<file path="src/hdl/pfenc_pkg.sv">
package pfenc_pkg;

  localparam int SIDE   = 5;
  localparam int NCELLS = SIDE * SIDE;

  typedef logic [4:0] letter_t;
  typedef letter_t [NCELLS-1:0] cells_t;
  typedef logic [1:0] cfg_idx_t;

  localparam letter_t LETTER_X = 5'd23;
  localparam letter_t LETTER_J = 5'd9;
  localparam letter_t LETTER_I = 5'd8;

  localparam int KEY_A_W = 45;
  localparam int KEY_B_W = 40;
  localparam int KEY_C_W = 40;
  localparam int CFG_W   = KEY_A_W;

  localparam cfg_idx_t CFG_KEY_A = 2'd0;
  localparam cfg_idx_t CFG_KEY_B = 2'd1;
  localparam cfg_idx_t CFG_KEY_C = 2'd2;

  // Square for the keyword "monarchy".
  localparam logic [KEY_A_W-1:0] KEY_A_RST = 45'd1931746489804;
  localparam logic [KEY_B_W-1:0] KEY_B_RST = 40'd527551370371;
  localparam logic [KEY_C_W-1:0] KEY_C_RST = 40'd884450414160;

  typedef struct packed {
    letter_t first;
    letter_t second;
  } pair_t;

  typedef struct packed {
    letter_t p;
    letter_t q;
    logic    dup;
  } job_t;

endpackage

</file>
<file path="src/hdl/pfenc_cipher.sv">
module pfenc_cipher
  import pfenc_pkg::*;
(
  input  cells_t  cells,
  input  letter_t p,
  input  letter_t q,
  output pair_t   pair
);

  typedef struct packed {
    logic [2:0] row;
    logic [2:0] col;
  } pos_t;

  localparam logic [2:0] EDGE_POS = 3'(SIDE - 1);

  // First match in row-major order wins; no match lands on cell 0.
  function automatic pos_t locate(cells_t sq, letter_t l);
    pos_t res;
    res = '0;
    for (int r = SIDE - 1; r >= 0; r--) begin
      for (int c = SIDE - 1; c >= 0; c--) begin
        if (sq[r*SIDE+c] == l || (l == LETTER_J && sq[r*SIDE+c] == LETTER_I)) begin
          res.row = 3'(r);
          res.col = 3'(c);
        end
      end
    end
    return res;
  endfunction

  function automatic logic [2:0] wrap_inc(logic [2:0] v);
    return (v == EDGE_POS) ? 3'd0 : v + 3'd1;
  endfunction

  function automatic letter_t cell_of(cells_t sq, pos_t ps);
    logic [4:0] idx;
    idx = {ps.row, 2'b00} + {2'b00, ps.row} + {2'b00, ps.col};
    return sq[idx];
  endfunction

  pos_t a, b, e1, e2;

  always_comb begin
    a  = locate(cells, p);
    b  = locate(cells, q);
    e1 = a;
    e2 = b;
    if (a.row == b.row) begin
      e1.col = wrap_inc(a.col);
      e2.col = wrap_inc(b.col);
    end else if (a.col == b.col) begin
      e1.row = wrap_inc(a.row);
      e2.row = wrap_inc(b.row);
    end else begin
      e1.col = b.col;
      e2.col = a.col;
    end
    pair.first  = cell_of(cells, e1);
    pair.second = cell_of(cells, e2);
  end

endmodule

</file>
<file path="src/hdl/pfenc_outbuf.sv">
module pfenc_outbuf
  import pfenc_pkg::*;
(
  input  logic    clk,
  input  logic    rst_n,
  input  logic    load,
  input  pair_t   pair,
  input  logic    dup,
  output logic    free,
  output logic    out_valid,
  input  logic    out_stall,
  output letter_t out_cipher_letter,
  output logic    out_last_of_run
);

  logic       valid_r, valid_nxt;
  logic [1:0] idx_r, idx_nxt;
  logic       dup_r;
  pair_t      pair_r;
  logic       take;

  assign out_valid         = valid_r;
  assign out_cipher_letter = idx_r[0] ? pair_r.second : pair_r.first;
  assign out_last_of_run   = dup_r ? (idx_r == 2'd3) : (idx_r == 2'd1);
  assign take              = valid_r && !out_stall;
  assign free              = !valid_r || (take && out_last_of_run);

  always_comb begin
    valid_nxt = valid_r;
    idx_nxt   = idx_r;
    if (take) begin
      idx_nxt = idx_r + 2'd1;
    end
    if (free) begin
      valid_nxt = load;
      idx_nxt   = 2'd0;
    end
  end

  always_ff @(posedge clk) begin
    if (!rst_n) begin
      valid_r <= 1'b0;
      idx_r   <= 2'd0;
    end else begin
      valid_r <= valid_nxt;
      idx_r   <= idx_nxt;
    end
  end

  // Payload: refill on load only.
  always_ff @(posedge clk) begin
    if (free && load) begin
      pair_r <= pair;
      dup_r  <= dup;
    end
  end

endmodule

</file>
<file path="src/hdl/playfair_digraph_encryptor.sv">
// Channel | Ports                                    | Beat moves when
// input   | in_valid in_stall in_plain_letter        | in_valid && !in_stall
//         | in_message_end                           |
// result  | out_valid out_stall out_cipher_letter    | out_valid && !out_stall
//         | out_last_of_run                          |
// config  | cfg_wr_en cfg_index cfg_wdata            | cfg_wr_en
//
// A beat that forms a digraph is registered in the digraph register and then
// loaded into the serializer, which shows its first cipher letter, then its
// second; a doubled final letter gives four. The output serializer, one cipher
// letter per cycle while out_stall is low, sets the sustained rate; input beats
// are taken every cycle while the digraph register has room.
// rst_n is synchronous: it empties the pipe, drops the pending letter and
// loads the "monarchy" square. A stalled result holds the pipe behind it.
module playfair_digraph_encryptor
  import pfenc_pkg::*;
(
  input  logic             clk,
  input  logic             rst_n,
  input  logic             in_valid,
  output logic             in_stall,
  input  letter_t          in_plain_letter,
  input  logic             in_message_end,
  output logic             out_valid,
  input  logic             out_stall,
  output letter_t          out_cipher_letter,
  output logic             out_last_of_run,
  input  logic             cfg_wr_en,
  input  cfg_idx_t         cfg_index,
  input  logic [CFG_W-1:0] cfg_wdata
);

  logic [KEY_A_W-1:0] key_a_r;
  logic [KEY_B_W-1:0] key_b_r;
  logic [KEY_C_W-1:0] key_c_r;
  cells_t             cells;

  letter_t pend_letter_r, pend_letter_nxt;
  logic    pend_valid_r, pend_valid_nxt;
  job_t    job_r, job_nxt;
  logic    job_valid_r, job_valid_nxt;
  logic    job_make;
  logic    in_take;
  logic    buf_free;
  pair_t   pair;

  // Key square registers; cell 0 sits in the low bits of key A.
  always_ff @(posedge clk) begin
    if (!rst_n) begin
      key_a_r <= KEY_A_RST;
      key_b_r <= KEY_B_RST;
      key_c_r <= KEY_C_RST;
    end else if (cfg_wr_en) begin
      case (cfg_index)
        CFG_KEY_A: key_a_r <= cfg_wdata;
        CFG_KEY_B: key_b_r <= cfg_wdata[KEY_B_W-1:0];
        CFG_KEY_C: key_c_r <= cfg_wdata[KEY_C_W-1:0];
        default:   ;
      endcase
    end
  end

  assign cells = {key_c_r, key_b_r, key_a_r};

  // Hold input while the digraph register waits on the serializer.
  assign in_stall = job_valid_r && !buf_free;
  assign in_take  = in_valid && !in_stall;

  // Digraph forming: pair with the pending letter, or with x on a double
  // or at the end of the message.
  always_comb begin
    pend_letter_nxt = pend_letter_r;
    pend_valid_nxt  = pend_valid_r;
    job_make        = 1'b0;
    job_nxt.p       = pend_letter_r;
    job_nxt.q       = LETTER_X;
    job_nxt.dup     = 1'b0;
    if (in_take) begin
      if (!pend_valid_r) begin
        if (in_message_end) begin
          job_make  = 1'b1;
          job_nxt.p = in_plain_letter;
        end else begin
          pend_letter_nxt = in_plain_letter;
          pend_valid_nxt  = 1'b1;
        end
      end else if (in_plain_letter != pend_letter_r) begin
        job_make       = 1'b1;
        job_nxt.q      = in_plain_letter;
        pend_valid_nxt = 1'b0;
      end else begin
        // Doubled letter: the same letter stays pending, or gets padded
        // again when it ends the message, giving the same digraph twice.
        job_make    = 1'b1;
        job_nxt.dup = in_message_end;
      end
      if (in_message_end) begin
        pend_valid_nxt  = 1'b0;
        pend_letter_nxt = '0;
      end
    end
  end

  // Advance the digraph register when the serializer takes it.
  always_comb begin
    job_valid_nxt = job_valid_r;
    if (buf_free) begin
      job_valid_nxt = 1'b0;
    end
    if (job_make) begin
      job_valid_nxt = 1'b1;
    end
  end

  always_ff @(posedge clk) begin
    if (!rst_n) begin
      pend_valid_r  <= 1'b0;
      pend_letter_r <= '0;
      job_valid_r   <= 1'b0;
    end else begin
      pend_valid_r  <= pend_valid_nxt;
      pend_letter_r <= pend_letter_nxt;
      job_valid_r   <= job_valid_nxt;
    end
  end

  always_ff @(posedge clk) begin
    if (job_make) begin
      job_r <= job_nxt;
    end
  end

  pfenc_cipher u_cipher (
    .cells (cells),
    .p     (job_r.p),
    .q     (job_r.q),
    .pair  (pair)
  );

  pfenc_outbuf u_outbuf (
    .clk               (clk),
    .rst_n             (rst_n),
    .load              (job_valid_r),
    .pair              (pair),
    .dup               (job_r.dup),
    .free              (buf_free),
    .out_valid         (out_valid),
    .out_stall         (out_stall),
    .out_cipher_letter (out_cipher_letter),
    .out_last_of_run   (out_last_of_run)
  );

endmodule

</file>
<file path="config.mk">
export PLATFORM = sky130hd
export DESIGN_NAME = playfair_digraph_encryptor
export DESIGN_NICKNAME = d
export VERILOG_FILES = /design/src/hdl/pfenc_pkg.sv /design/src/hdl/pfenc_cipher.sv /design/src/hdl/pfenc_outbuf.sv /design/src/hdl/playfair_digraph_encryptor.sv
export SDC_FILE = /design/constraint.sdc
export NUM_CORES = 1
export LEC_CHECK = 0
export BUFFER_PORTS_ARGS = -buffer_cell sky130_fd_sc_hd__buf_2
export CAP_MARGIN = 20
export CORE_MARGIN = 10
export CORE_UTILIZATION = 40
export DETAILED_ROUTE_END_ITERATION = 6
export PLACE_DENSITY_LB_ADDON = 0.05
export SLEW_MARGIN = 20
export SYNTH_ARGS = -nofsm -noshare
export SYNTH_HDL_FRONTEND = slang
export SYNTH_SLANG_ARGS = --single-unit
</file>
<file path="constraint.sdc">
create_clock -name clk -period 10.33 [get_ports clk]
set_clock_uncertainty 0.15 [all_clocks]
set_input_delay 0.5165 -clock clk [delete_from_list [all_inputs] [get_ports clk]]
set_output_delay 0.5165 -clock clk [all_outputs]
set_load 0.02 [all_outputs]
</file>
==> metrics.yaml <==
worstPathArrival_ns: 8.33
wire_per_inst_um: 26.1
top_level_ports: 66
drc: 0
synth_top_area_share: 0.204
crit_family: "simple AND/OR/NAND/NOR gates"
viasPerCell: 5.87
finalHoldViolations: 0
drt_iter0_markers: 1116
syn_nets: 1583
required_ns: 10.38
via_count: 11500
ys_warn_count: 0
finalCritPeriodShare: 0.801
cp.depth: 16
cp_max_fo: 23
ys_seq_elements: 157
placed_cells: 1928
io_buffers: 65
hold_path.class: "input pin to flip-flop"
slowest_stage: "ha_1"
grt_overflow_total: 0
crit_end: "u_outbuf.pair_r[4]$_DFFE_PP_"
crit_top_cell: "ha_1"
min_period_ns: 8.28
critPathMaxStageDelay_ns: 0.89
first_global_vias: 10800
layout-drive-gt1-share: 0.163
cts-hold-fix-buffers: 0
synth_cells: 1503
relSlewSlack: 0.296
synth_ff_type: "dfxtp_1"
final-max-slew-violation-count: 0
synth-edff-count: 22
p_sw_w: 0.00142
path_cells: "nand3_2, o22ai_1, o2111ai_1, a31oi_1, xnor2_1, nor3_2, or3_1, or2_1, mux2_2, ha_1, ha_1, buf_4, mux4_2, mux2i_1, o21ai_0, mux2_4"
cts-root-buf: "clkbuf_16"
core_mm2: 0.0326
cts_tree: "yes"
start_kind: "flip-flop"
rr_endpoint: "u_outbuf.pair_r[4]$_DFFE_PP_"
die_h_um: 202
ff_latch_area_mm2: 0.00336
path_clk_slew_ns: 0.06
power.internal_w: 0.00221
syn_area_per_cell_um2: 8.81
synth_area_leaders: "dfxtp_1, xnor2_1, mux4_2"
filler_cell_count: 3283
grt_max_degree: 83
clock_sinks: 157
multi_input_comb_area_mm2: 0.00916
grt_pass1_wl_um: 75400
cts_buffers: 17
regToRegSetupSlack_ns: 2.05
rows: 66
clk_path_buf_depth: 2
maxCapViolations: 0
area_delta_synth_final_pct: 7.52
track_usage: 0.246
instances_no_fill: 1960
synth_common_cells: "nand2_1, xnor2_1, dfxtp_1"
startpoint: "job_r[9]$_DFFE_PP_"
ant_nets: 0
crit_buf_inv: 1
clk_latency_ns: 0.45
die-area_mm2: 0.0408
rsz0062_at_grt: "false"
clkPwrFrac: 0.177
crit_type: "flip-flop to flip-flop"
die_w_um: 202
max_freq_mhz: 121
setup_viol: 0
start_util: 0.406
worst_pin_slew_ns: 1.06
wl_um: 51200
seq_area_frac_synth: 0.254
r2r_cells: 16
end_kind: "flip-flop"
gp_congestion: 0.952
synth_top_cell_by_area: "dfxtp_1"
postCtsResizedCells: 0
cts_setup_buffers: 0
preCtsSetupSlack_ns: 2.16
ys_types: 82
dr.pass1.iters: 7
status: "finished clean"
synth_most_common_cell: "nand2_1"
antenna_found_initial: 0
finalSetupTns_ns: 0
hpwlAfterDp_um: 38300
r2r_start: "job_r[9]$_DFFE_PP_"
p_comb_frac: 0.611
syn_area_mm2: 0.0132
setup_slack_ns: 2.05
ir_worst_vdd_mv: 0.260
fin_nets: 1585
cts_max_level: 4
seq_power_share: 0.212
power_leakage_nw: 5.17
p_sw_frac: 0.391
powerDensity_mw_per_mm2: 255
async_reset_ff_frac: 0
antenna_cells: 0
-- layout make-up --
cell class,instances,share of cell area
timing repair buffer,84,0.0330
sequential,157,0.236
tap,442,0.0388
clock inverter,9,0.00475
inverter,25,0.00659
multi-input combinational,1220,0.643
clock buffer,23,0.0373
-- how the worst min path moves through the flow --
stage,from,to,slack [ns],cells after the start
global placement,job_r[0]$_SDFFCE_PP0P_,u_outbuf.dup_r$_DFFE_PP_,0.26,0
CTS,cfg_wdata[40],key_a_r[40]$_SDFFE_PN1P_,0.11,3
detailed placement,job_r[0]$_SDFFCE_PP0P_,u_outbuf.dup_r$_DFFE_PP_,0.26,0
finish,cfg_wdata[40],key_a_r[40]$_SDFFE_PN1P_,0.13,3
global route,cfg_wdata[40],key_a_r[40]$_SDFFE_PN1P_,0.14,3
floorplan,job_r[0]$_SDFFCE_PP0P_,u_outbuf.dup_r$_DFFE_PP_,0.25,0
-- kinds of logic (layout without fill, tap and decap cells) --
logic type | count (synthesis) | after routing | share of synthesized area
compound gates | 199 | 199 | 0.108
xor+xnor | 267 | 267 | 0.177
fa+ha+maj | 22 | 22 | 0.0231
buf+inv | 126 | 141 | 0.0563
flops | 157 | 157 | 0.254
mux | 107 | 107 | 0.153
simple gates | 625 | 625 | 0.228
-- layer usage --
layer	wire length, um	track usage
met1	22600	0.334
met4	1350	0.0717
met3	4030	0.0571
met2	23200	0.382
met5	0	0
-- power groups by stage --
stage | clock, W | combinational [W] | sequential [W]
2_1_floorplan | 0 | 0.00173 | 0.000742
3_3_place_gp | 0 | 0.00218 | 0.000780
3_5_place_dp | 0 | 0.00218 | 0.000779
4_1_cts | 0.000654 | 0.00219 | 0.000765
5_1_grt | 0.000678 | 0.00234 | 0.000770
6_report | 0.000641 | 0.00221 | 0.000769
-- state kept, by name, indices dropped and copies added (netlist names) --
name and count:
job_r 11, job_valid_r 1, key_a_r 45, key_b_r 40, key_c_r 40, pend_letter_r 5
pend_valid_r 1, u_outbuf.dup_r 1, u_outbuf.idx_r 2, u_outbuf.out_valid 1, u_outbuf.pair_r 10
-- per-stage QoR --
step	hold WS, ns	total power (W)	utilization	area (um^2)
2_1_floorplan	0.250	0.00247	-	13200
3_3_place_gp	0.260	0.00296	0.418	13600
3_5_place_dp	0.256	0.00296	0.418	13600
4_1_cts	0.110	0.00361	0.436	14200
5_1_grt	0.142	0.00379	0.437	14200
6_report	0.126	0.00362	0.437	14200
-- worst register-to-register path: stages (launching register included) --
cell and delay, ns:
edfxtp_1 0.87, nand3_2 0.78, o22ai_1 0.86, o2111ai_1 0.25
a31oi_1 0.50, xnor2_1 0.16, nor3_2 0.53, or3_1 0.40
or2_1 0.37, mux2_2 0.40, ha_1 0.29, ha_1 0.89
buf_4 0.39, mux4_2 0.53, mux2i_1 0.27, o21ai_0 0.12
mux2_4 0.29
-- cell usage in the layout, fill, tap and decap left out, types with 12 or more instances in the layout --
cell	instances
a21oi_1	13
ha_1	16
xor2_1	81
nand2b_1	15
dfxtp_1	135
buf_4	20
mux4_2	70
mux2i_1	13
buf_2	64
edfxtp_1	22
inv_1	24
xnor2_1	185
o22ai_1	28
nand2_1	317
mux2_2	12
a21boi_0	72
clkbuf_16	20
nand3b_1	23
nor3_1	41
nand3_1	105
nor2_1	49
o21ai_0	24
Note: power is estimated with default switching activity, not from simulation.
